### config.mk
export PLATFORM = sky130hd
export DESIGN_NAME = sg_region_offset_mapper
export DESIGN_NICKNAME = d
export VERILOG_FILES = /design/src/sgrom_pkg.sv /design/src/sgrom_dpath.sv /design/src/sgrom_ctrl.sv /design/src/sg_region_offset_mapper.sv
export VERILOG_INCLUDE_DIRS = /design/src /design/src/src
export SDC_FILE = /design/constraint.sdc
export NUM_CORES = 2
export LEC_CHECK = 0
export BUFFER_PORTS_ARGS = -buffer_cell sky130_fd_sc_hd__buf_2
export CORE_UTILIZATION = 63
export DETAILED_ROUTE_END_ITERATION = 6
export PLACE_DENSITY = 0.8
export RECOVER_POWER = 50
export SYNTH_ARGS = -nofsm -noshare
export SYNTH_HDL_FRONTEND = slang
export SYNTH_SLANG_ARGS = --single-unit
### constraint.sdc
create_clock -name clk -period 14.2 [get_ports clk]
set_clock_uncertainty 0.2 [all_clocks]
set_input_delay 0 -clock clk [delete_from_list [all_inputs] [get_ports clk]]
set_output_delay 0 -clock clk [all_outputs]
set_load 0.02 [all_outputs]
### src/assert_macros.svh
// ---------------------------------------------------------------------------
// assert_macros.svh
// Concurrent assertion shorthands shared by the RTL.
// ---------------------------------------------------------------------------
`ifndef ASSERT_MACROS_SVH
`define ASSERT_MACROS_SVH

// Same-cycle implication, disabled during reset.
`define ASSERT_IMPLY(label, clk, rst, ante, cons, msg) \
  label: assert property (@(posedge clk) disable iff (rst) (ante) |-> (cons)) \
    else $error(msg);

// Next-cycle implication, disabled during reset.
`define ASSERT_NEXT(label, clk, rst, ante, cons, msg) \
  label: assert property (@(posedge clk) disable iff (rst) (ante) |=> (cons)) \
    else $error(msg);

`endif

### src/sgrom_pkg.sv
// ---------------------------------------------------------------------------
// sgrom_pkg
// Request/result types, codes and controller/datapath interface types.
// ---------------------------------------------------------------------------
package sgrom_pkg;

  localparam int FIELD_BITS  = 48;
  localparam int OFFSET_BITS = 36;

  // Request commands
  localparam logic [1:0] CMD_LIST_START = 2'd0;
  localparam logic [1:0] CMD_REGION     = 2'd1;
  localparam logic [1:0] CMD_MAP        = 2'd2;

  // Result status codes
  localparam logic [2:0] ST_SEGMENT    = 3'd0;
  localparam logic [2:0] ST_ACCEPTED   = 3'd1;
  localparam logic [2:0] ST_EMPTY_LIST = 3'd2;
  localparam logic [2:0] ST_TOO_MANY   = 3'd3;
  localparam logic [2:0] ST_MISALIGNED = 3'd4;
  localparam logic [2:0] ST_START_OUT  = 3'd5;
  localparam logic [2:0] ST_END_OUT    = 3'd6;
  localparam logic [2:0] ST_NO_TABLE   = 3'd7;

  typedef struct packed {
    logic [1:0]             cmd;
    logic [7:0]             list_count;
    logic [FIELD_BITS-1:0]  region_base;
    logic [FIELD_BITS-1:0]  region_size;
    logic [OFFSET_BITS-1:0] page_offset;
    logic [FIELD_BITS-1:0]  map_length;
  } req_t;

  typedef struct packed {
    logic [2:0]            status;
    logic [FIELD_BITS-1:0] frame_number;
    logic [FIELD_BITS-1:0] seg_bytes;
    logic [FIELD_BITS-1:0] seg_start;
    logic                  last;
  } res_t;

  // Controller -> datapath
  typedef struct packed {
    logic       post;        // load a status-only result
    logic [2:0] status;
    logic       wr_en;       // store region entry
    logic       map_load;    // latch map request, rewind index
    logic       rd_en;       // read region table at index
    logic       first_step;  // evaluate start-page search
    logic       last_step;   // evaluate end-byte search
    logic       emit_setup;  // rewind to first region for emission
    logic       emit;        // load one segment result
  } dp_cmd_t;

  // Datapath -> controller
  typedef struct packed {
    logic misaligned;
    logic first_hit;
    logic last_hit;
    logic at_end;
    logic emit_done;
    logic out_free;
  } dp_stat_t;

  // Bits to index n entries
  function automatic int idx_bits(input int n);
    return (n > 1) ? $clog2(n) : 1;
  endfunction

  // Bits to hold a count of 0..n
  function automatic int cnt_bits(input int n);
    return $clog2(n + 1);
  endfunction

endpackage

### src/sgrom_dpath.sv
// ---------------------------------------------------------------------------
// sgrom_dpath
// Region table memory, walk arithmetic and result register.
// ---------------------------------------------------------------------------
module sgrom_dpath #(
  parameter int MAX_REGION_COUNT = 32,
  parameter int PAGE_BITS        = 12,
  parameter int ADDRESS_BITS     = 48,
  localparam int IW = sgrom_pkg::idx_bits(MAX_REGION_COUNT)
) (
  input  logic                clk,
  input  logic                rst,
  input  sgrom_pkg::req_t     req,
  input  logic [IW-1:0]       wr_addr,
  input  logic [IW-1:0]       top_idx,
  input  sgrom_pkg::dp_cmd_t  cmd,
  output sgrom_pkg::dp_stat_t stat,
  output logic                res_valid,
  input  logic                res_stall,
  output sgrom_pkg::res_t     res
);

  localparam int W  = sgrom_pkg::FIELD_BITS;
  localparam int OW = sgrom_pkg::OFFSET_BITS;
  localparam int FW = W - PAGE_BITS;
  localparam logic [W-1:0] ADDR_MASK = (ADDRESS_BITS >= W) ? {W{1'b1}} :
                                       W'((64'd1 << ADDRESS_BITS) - 64'd1);

  logic [FW-1:0] frame_mem [MAX_REGION_COUNT];
  logic [W-1:0]  bytes_mem [MAX_REGION_COUNT];
  logic [FW-1:0] rd_frame;
  logic [W-1:0]  rd_bytes;

  logic [IW-1:0] idx, first_idx, last_idx;
  logic [OW-1:0] pgoff, start_pg;
  logic [W-1:0]  length, remaining, mapped;
  logic          out_valid;
  sgrom_pkg::res_t out_q;

  logic [W-1:0]  base_m, size_m;
  logic [W-1:0]  pg_wide, pages, pg_diff, off, avail, seg_len, seg_frame;
  logic [W:0]    end_sum;
  logic          first_hit, last_hit;

  assign base_m = req.region_base & ADDR_MASK;
  assign size_m = req.region_size & ADDR_MASK;

  assign pg_wide   = {{(W-OW){1'b0}}, pgoff};
  assign pages     = rd_bytes >> PAGE_BITS;
  assign first_hit = pg_wide < pages;
  assign pg_diff   = pg_wide - pages;
  // only meaningful once the start page lies inside the current region
  assign off       = pg_wide << PAGE_BITS;
  assign end_sum   = {1'b0, off} + {1'b0, remaining};
  assign last_hit  = end_sum <= {1'b0, rd_bytes};
  assign avail     = rd_bytes - off;
  assign seg_len   = (remaining < avail) ? remaining : avail;
  assign seg_frame = {{PAGE_BITS{1'b0}}, rd_frame} + pg_wide;

  assign stat.misaligned = (base_m[PAGE_BITS-1:0] != '0) || (size_m[PAGE_BITS-1:0] != '0);
  assign stat.first_hit  = first_hit;
  assign stat.last_hit   = last_hit;
  assign stat.at_end     = idx == top_idx;
  assign stat.emit_done  = idx == last_idx;
  assign stat.out_free   = !out_valid || !res_stall;

  // region table, single write / single registered read
  always_ff @(posedge clk) begin
    if (cmd.wr_en) begin
      frame_mem[wr_addr] <= base_m[W-1:PAGE_BITS];
      bytes_mem[wr_addr] <= size_m;
    end
    if (cmd.rd_en) begin
      rd_frame <= frame_mem[idx];
      rd_bytes <= bytes_mem[idx];
    end
  end

  // walk registers and result payload
  always_ff @(posedge clk) begin
    if (cmd.map_load) begin
      pgoff     <= req.page_offset;
      remaining <= req.map_length;
      length    <= req.map_length;
      idx       <= '0;
    end
    if (cmd.first_step) begin
      if (first_hit) begin
        first_idx <= idx;
        start_pg  <= pgoff;
      end else begin
        pgoff <= pg_diff[OW-1:0];
        idx   <= idx + IW'(1);
      end
    end
    if (cmd.last_step) begin
      if (last_hit) begin
        last_idx <= idx;
      end else begin
        remaining <= remaining - avail;
        pgoff     <= '0;
        idx       <= idx + IW'(1);
      end
    end
    if (cmd.emit_setup) begin
      idx       <= first_idx;
      pgoff     <= start_pg;
      remaining <= length;
      mapped    <= '0;
    end
    if (cmd.emit) begin
      out_q.status       <= sgrom_pkg::ST_SEGMENT;
      out_q.frame_number <= seg_frame;
      out_q.seg_bytes    <= seg_len;
      out_q.seg_start    <= mapped;
      out_q.last         <= idx == last_idx;
      remaining          <= remaining - seg_len;
      mapped             <= mapped + seg_len;
      pgoff              <= '0;
      idx                <= idx + IW'(1);
    end
    if (cmd.post) begin
      out_q.status       <= cmd.status;
      out_q.frame_number <= '0;
      out_q.seg_bytes    <= '0;
      out_q.seg_start    <= '0;
      out_q.last         <= 1'b1;
    end
  end

  always_ff @(posedge clk) begin
    if (rst) begin
      out_valid <= 1'b0;
    end else if (cmd.post || cmd.emit) begin
      out_valid <= 1'b1;
    end else if (!res_stall) begin
      out_valid <= 1'b0;
    end
  end

  assign res_valid = out_valid;
  assign res       = out_q;

endmodule

### src/sgrom_ctrl.sv
// ---------------------------------------------------------------------------
// sgrom_ctrl
// Request decode, list bookkeeping and map walk sequencer.
// ---------------------------------------------------------------------------
module sgrom_ctrl #(
  parameter int MAX_REGION_COUNT = 32,
  localparam int IW = sgrom_pkg::idx_bits(MAX_REGION_COUNT)
) (
  input  logic                clk,
  input  logic                rst,
  input  logic                req_valid,
  output logic                req_stall,
  input  sgrom_pkg::req_t     req,
  input  sgrom_pkg::dp_stat_t stat,
  output sgrom_pkg::dp_cmd_t  cmd,
  output logic [IW-1:0]       wr_addr,
  output logic [IW-1:0]       top_idx
);

  localparam int CW = sgrom_pkg::cnt_bits(MAX_REGION_COUNT);
  localparam logic [CW-1:0] MAX_C = CW'(MAX_REGION_COUNT);
  localparam logic [7:0]    MAX_8 = 8'(MAX_REGION_COUNT);

  typedef enum logic [2:0] {
    S_IDLE, S_FIRST_RD, S_FIRST_EV, S_LAST_EV, S_LAST_RD, S_EMIT_RD, S_EMIT
  } state_t;

  state_t        state, state_next;
  logic [CW-1:0] expected_count, expected_next;
  logic [CW-1:0] loaded_count, loaded_next;
  logic          table_valid, table_valid_next;
  logic [CW-1:0] loaded_m1;
  logic          accept;

  assign req_stall = (state != S_IDLE) || !stat.out_free;
  assign accept    = req_valid && !req_stall;
  assign loaded_m1 = loaded_count - CW'(1);
  assign wr_addr   = loaded_count[IW-1:0];
  assign top_idx   = loaded_m1[IW-1:0];

  always_comb begin
    state_next       = state;
    expected_next    = expected_count;
    loaded_next      = loaded_count;
    table_valid_next = table_valid;
    cmd              = '0;
    cmd.status       = sgrom_pkg::ST_SEGMENT;
    case (state)
      S_IDLE: begin
        if (accept) begin
          case (req.cmd)
            sgrom_pkg::CMD_LIST_START: begin
              table_valid_next = 1'b0;
              loaded_next      = '0;
              cmd.post         = 1'b1;
              if (req.list_count == 8'd0) begin
                expected_next = '0;
                cmd.status    = sgrom_pkg::ST_EMPTY_LIST;
              end else if (req.list_count > MAX_8) begin
                expected_next = '0;
                cmd.status    = sgrom_pkg::ST_TOO_MANY;
              end else begin
                expected_next = req.list_count[CW-1:0];
                cmd.status    = sgrom_pkg::ST_ACCEPTED;
              end
            end
            sgrom_pkg::CMD_REGION: begin
              cmd.post = 1'b1;
              if (expected_count == '0 || loaded_count >= expected_count ||
                  loaded_count >= MAX_C) begin
                cmd.status = sgrom_pkg::ST_NO_TABLE;
              end else if (stat.misaligned) begin
                expected_next    = '0;
                loaded_next      = '0;
                table_valid_next = 1'b0;
                cmd.status       = sgrom_pkg::ST_MISALIGNED;
              end else begin
                cmd.wr_en   = 1'b1;
                loaded_next = loaded_count + CW'(1);
                if (loaded_next == expected_count) begin
                  table_valid_next = 1'b1;
                end
                cmd.status = sgrom_pkg::ST_ACCEPTED;
              end
            end
            sgrom_pkg::CMD_MAP: begin
              if (!table_valid) begin
                cmd.post   = 1'b1;
                cmd.status = sgrom_pkg::ST_NO_TABLE;
              end else begin
                cmd.map_load = 1'b1;
                state_next   = S_FIRST_RD;
              end
            end
            default: ;  // unused command: dropped silently
          endcase
        end
      end
      S_FIRST_RD: begin
        cmd.rd_en  = 1'b1;
        state_next = S_FIRST_EV;
      end
      S_FIRST_EV: begin
        cmd.first_step = 1'b1;
        if (stat.first_hit) begin
          state_next = S_LAST_EV;   // same region may also hold the end
        end else if (stat.at_end) begin
          cmd.post   = 1'b1;
          cmd.status = sgrom_pkg::ST_START_OUT;
          state_next = S_IDLE;
        end else begin
          state_next = S_FIRST_RD;
        end
      end
      S_LAST_EV: begin
        cmd.last_step = 1'b1;
        if (stat.last_hit) begin
          cmd.emit_setup = 1'b1;
          state_next     = S_EMIT_RD;
        end else if (stat.at_end) begin
          cmd.post   = 1'b1;
          cmd.status = sgrom_pkg::ST_END_OUT;
          state_next = S_IDLE;
        end else begin
          state_next = S_LAST_RD;
        end
      end
      S_LAST_RD: begin
        cmd.rd_en  = 1'b1;
        state_next = S_LAST_EV;
      end
      S_EMIT_RD: begin
        cmd.rd_en  = 1'b1;
        state_next = S_EMIT;
      end
      S_EMIT: begin
        if (stat.out_free) begin
          cmd.emit   = 1'b1;
          state_next = stat.emit_done ? S_IDLE : S_EMIT_RD;
        end
      end
      default: state_next = S_IDLE;
    endcase
  end

  always_ff @(posedge clk) begin
    if (rst) begin
      state          <= S_IDLE;
      expected_count <= '0;
      loaded_count   <= '0;
      table_valid    <= 1'b0;
    end else begin
      state          <= state_next;
      expected_count <= expected_next;
      loaded_count   <= loaded_next;
      table_valid    <= table_valid_next;
    end
  end

endmodule

### src/sg_region_offset_mapper.sv
// ---------------------------------------------------------------------------
// sg_region_offset_mapper
// Loads a scatter-gather region list and maps page/byte ranges onto it,
// one result per touched region.
// ---------------------------------------------------------------------------
//
//  channel  | handshake             | payload
//  ---------+-----------------------+------------------------------------
//  request  | req_valid / req_stall | req_data (sgrom_pkg::req_t)
//  result   | res_valid / res_stall | res_data (sgrom_pkg::res_t)
//
// List, region and decode-time errors answer in the cycle after acceptance.
// A map request uses the single registered table read: each region is read,
// then checked for the start page until it is found, then for the end byte;
// each segment region is then read again and emitted once the result is free.
// Sync reset clears controller and list state; the table is never cleared.
// A request is taken only when idle and the result register is free or draining.
//
`include "assert_macros.svh"

module sg_region_offset_mapper #(
  parameter int MAX_REGION_COUNT = 32,
  parameter int PAGE_BITS        = 12,
  parameter int ADDRESS_BITS     = 48
) (
  input  logic            clk,
  input  logic            rst,
  input  logic            req_valid,
  output logic            req_stall,
  input  sgrom_pkg::req_t req_data,
  output logic            res_valid,
  input  logic            res_stall,
  output sgrom_pkg::res_t res_data
);

  localparam int IW = sgrom_pkg::idx_bits(MAX_REGION_COUNT);

  sgrom_pkg::dp_cmd_t  dp_cmd;
  sgrom_pkg::dp_stat_t dp_stat;
  logic [IW-1:0]       wr_addr;
  logic [IW-1:0]       top_idx;
  logic                req_accept;
  logic                res_load;
  logic                res_busy;
  logic                map_start;
  logic                list_start;

  assign req_accept = req_valid && !req_stall;

  // sequencer: decode, list counters, walk states
  sgrom_ctrl #(
    .MAX_REGION_COUNT(MAX_REGION_COUNT)
  ) u_ctrl (
    .clk       (clk),
    .rst       (rst),
    .req_valid (req_valid),
    .req_stall (req_stall),
    .req       (req_data),
    .stat      (dp_stat),
    .cmd       (dp_cmd),
    .wr_addr   (wr_addr),
    .top_idx   (top_idx)
  );

  // region table, offset arithmetic, result register
  sgrom_dpath #(
    .MAX_REGION_COUNT(MAX_REGION_COUNT),
    .PAGE_BITS       (PAGE_BITS),
    .ADDRESS_BITS    (ADDRESS_BITS)
  ) u_dpath (
    .clk       (clk),
    .rst       (rst),
    .req       (req_data),
    .wr_addr   (wr_addr),
    .top_idx   (top_idx),
    .cmd       (dp_cmd),
    .stat      (dp_stat),
    .res_valid (res_valid),
    .res_stall (res_stall),
    .res       (res_data)
  );

  assign res_load   = dp_cmd.post || dp_cmd.emit;
  assign res_busy   = res_valid && res_stall;
  assign map_start  = req_accept && req_data.cmd == sgrom_pkg::CMD_MAP && !dp_cmd.post;
  assign list_start = req_accept && req_data.cmd == sgrom_pkg::CMD_LIST_START;

  // results are only loaded into a free result register
  `ASSERT_IMPLY(a_load_free, clk, rst, res_load, !res_busy, "result register overwritten")

  // a map walk starts with an empty result register
  `ASSERT_NEXT(a_map_empty, clk, rst, map_start, !res_valid, "stale result at map start")

  // list start always answers on the next cycle with a final result
  `ASSERT_NEXT(a_list_answer, clk, rst, list_start, res_valid && res_data.last, "list start not answered")

endmodule

==> impl_metrics.ini <==
[sta]
timing.final.hold_violations = 0
timing.final.ws_setup_ns = 1.01
post-route-period-util = 0.929
fmax_mhz = 75.8
setup_viol = 0
rsz0062_at_grt = no
setup_tns_ns = 0
slew_violations = 834
relSlewSlack = -4.51
fin_crit_ns = 13.19
worstMarginPinSlew_ns = 8.27

[clock_tree]
h-tree-depth = 5
cts_sinks = 3157
insertion_delay_ns = 1.00
post_cts_buffers = 0
numCtsBuffers = 325
clk_pin_slew_worst_paths_ns = 0.06
holdBufCountCts = 363
root_buffer = clkbuf_16
cts_buffer_depth = 4
cts_tree = done
cts_resized = 0

[floorplan]
rows = 170
die_x_um = 467
io_pins = 344
die_h_um = 467
start_util = 0.634
dieArea_mm2 = 0.218
fp.coreArea_mm2 = 0.215

[global_route]
grt_pass1_vias = 84900
grt_pass1_wl_um = 656000
grt_antenna_before_repair = 56
track_usage = 0.437
grt_max_degree = 185
grt-ovfl-total = 0

[power]
p_int_w = 0.0203
switching_share = 0.357
p_leak_nw = 52.3
clkPwrFrac = 0.277
seqPwrFrac = 0.337
powerDensity_mw_per_mm2 = 204
p_comb_frac = 0.386
vdd_drop_max_mv = 0.183
netSwitchingPower_w = 0.0113

[yosys]
yosys_warnings = 0
async_reset_ff_frac = 0
synth_edf_count = 2917
netlist_area_mm2 = 0.136
yosysMostFrequentCell = edfxtp_1
synth_top_area_cell = edfxtp_1
synth_top_area_share = 0.643
ys.flop_type = edfxtp_1
ys_top_cells_by_count = edfxtp_1 (2917), mux4_2 (840), nand2_1 (576), a21oi_1 (440), nor2_1 (367)
ys_ff_latch = 3157
synth_area_leaders = edfxtp_1 (64%), mux4_2 (14%), dfxtp_1 (3.5%), ha_1 (2.7%), a21oi_1 (1.6%)
ys_seq_area_frac = 0.678
syn_area_per_cell_um2 = 16.9
synth.distinct_cells = 114
synth_cells = 8062

[routing]
wl_um = 476000
wl_met3_um = 58800
top_layer_used = met5
via_count = 87000
wl_met1_um = 159000
wl_per_cell_um = 40.0
dr_wl_met2_um = 219000
first_pass_iters = 7
drtIter0Drc = 13600
ant_nets = 0
drc = 1
viasPerCell = 7.30

[final_layout]
final_nets = 9307
nFillCells = 12200
layout-drive-gt1-share = 0.192
areaGrowthSynthToFinish_pct = 14.0

[status]
violations = design-rule violations, max-capacitance violations, max-slew violations
status = finished with violations

[placed_design]
gp_congestion = 1.05
dpl.hpwl_um = 257000
portBuffers = 332
pre_cts_slack_ns = 3.53

[critical_path]
cp_slowest_stage_delay_ns = 6.00
worstPathArrival_ns = 13.61
path_buf_inv = 3
crit_slowest_cell = clkbuf_1
path_delay_family = buffers and inverters
cp_max_fo = 87
endpoint_kind = flip-flop
critical_path_class = flip-flop to flip-flop
path_cells = clkbuf_1 -> clkbuf_1 -> buf_4 -> mux4_2 -> mux2_1
start_kind = flip-flop
critPathRequiredTime_ns = 14.62
cpMostUsedCell = clkbuf_1

[job]
drv_cap = 15

[hold_path]
hold_class = primary input to flip-flop
[state kept, by name (all words and copies together), names as in the netlist, 6 cells and up]
signal,count
u_ctrl.expected_count,6
u_ctrl.loaded_count,6
u_dpath.bytes_mem,1536
u_dpath.frame_mem,1152
u_dpath.length,48
u_dpath.mapped,48
u_dpath.pgoff,36
u_dpath.rd_bytes,48
u_dpath.rd_frame,36
u_dpath.remaining,48
u_dpath.res,137
u_dpath.start_pg,36
[power groups by stage]
stage	clock [W]	sequential (W)	combinational [W]
floorplan	0	0.0106	0.00774
global placement	0	0.0108	0.0110
detailed placement	0	0.0108	0.0112
CTS	0.00877	0.0107	0.0117
global route	0.00906	0.0107	0.0126
finish	0.00876	0.0107	0.0122
[area by class of cell]
cell class | instances | area (um^2) | share of cell area
Antenna cell | 32 | 80.1 | 0.000515
Clock buffer | 393 | 8610 | 0.0554
Clock inverter | 170 | 1810 | 0.0117
Inverter | 209 | 786 | 0.00506
Multi-Input combinational cell | 4299 | 41900 | 0.270
Sequential cell | 3157 | 92400 | 0.595
Tap cell | 2838 | 3550 | 0.0229
Timing Repair Buffer | 819 | 6200 | 0.0399
[metrics by stage]
stage / utilization / cells / instance area (um^2) / hold WS (ns) / power, W
after global placement: 0.659 / 11000 / 142000 / -0.00696 / 0.0219
after CTS: 0.724 / 11900 / 156000 / 0.00123 / 0.0311
after global routing: 0.723 / 11900 / 155000 / 0.117 / 0.0324
after detailed placement: 0.659 / 11000 / 142000 / -0.00558 / 0.0221
final: 0.723 / 11900 / 155000 / 0.0766 / 0.0316
after floorplan: - / 8072 / 136000 / -0.131 / 0.0184
[tightest hold or removal path, stage by stage]
cell and delay (ns):
dlygate4sd3_1 0.54, buf_2 0.17, nand2_1 0.15, o211ai_1 0.11, o21ai_0 0.11, o21ai_0 0.08
[per-layer routing]
layer	GRT usage	vias up
met5	0	-
met3	0.102	1799
met1	0.557	43500
li1	-	33600
met4	0.291	44
met2	0.676	8072
[cells in the final DEF (no fill, tap or decap), types with 44 or more instances in the layout]
| cell | count |
|---|---|
| a21o_1 | 127 |
| a21oi_1 | 440 |
| a31oi_1 | 51 |
| buf_2 | 147 |
| buf_4 | 96 |
| clkbuf_1 | 244 |
| clkbuf_16 | 332 |
| clkinv_1 | 55 |
| clkinv_2 | 53 |
| dfxtp_1 | 240 |
| dlygate4sd3_1 | 363 |
| edfxtp_1 | 2917 |
| ha_1 | 296 |
| inv_1 | 205 |
| maj3_1 | 45 |
| mux2_2 | 57 |
| mux4_2 | 840 |
| nand2_1 | 572 |
| nand2b_1 | 49 |
| nand3_1 | 119 |
| nand4_1 | 44 |
| nor2_1 | 332 |
| nor2b_1 | 51 |
| nor3_1 | 67 |
| o21ai_0 | 263 |
| xnor2_1 | 167 |
| xor2_1 | 98 |
[logic make-up (layout without fill, tap and decap cells)]
family	Yosys count	after routing	share of synthesized area
buffers and inverters	616	1591	0.0175
muxes	975	975	0.150
DFF	3157	3157	0.678
and+or+nand+nor	1441	1441	0.0478
AOI/OAI and AO/OA	1250	1250	0.0577
other	1	43	0.0000275
adders and majority gates	349	349	0.0315
xor gates and xnor gates	273	273	0.0180
[worst paths after layout]
path	start	end	slack, ns	cells after the start
worst max register to register	u_dpath.idx[4]	u_dpath.rd_bytes[14]	1.01	5
worst max-delay path	u_dpath.idx[4]	u_dpath.rd_bytes[14]	1.01	5
worst min register to register	u_dpath.start_pg[18]	u_dpath.pgoff[18]	0.22	2
worst min-delay path	req_data[55]	u_dpath.pgoff[7]	0.08	6
Note: power is estimated with default switching activity, not from simulation.
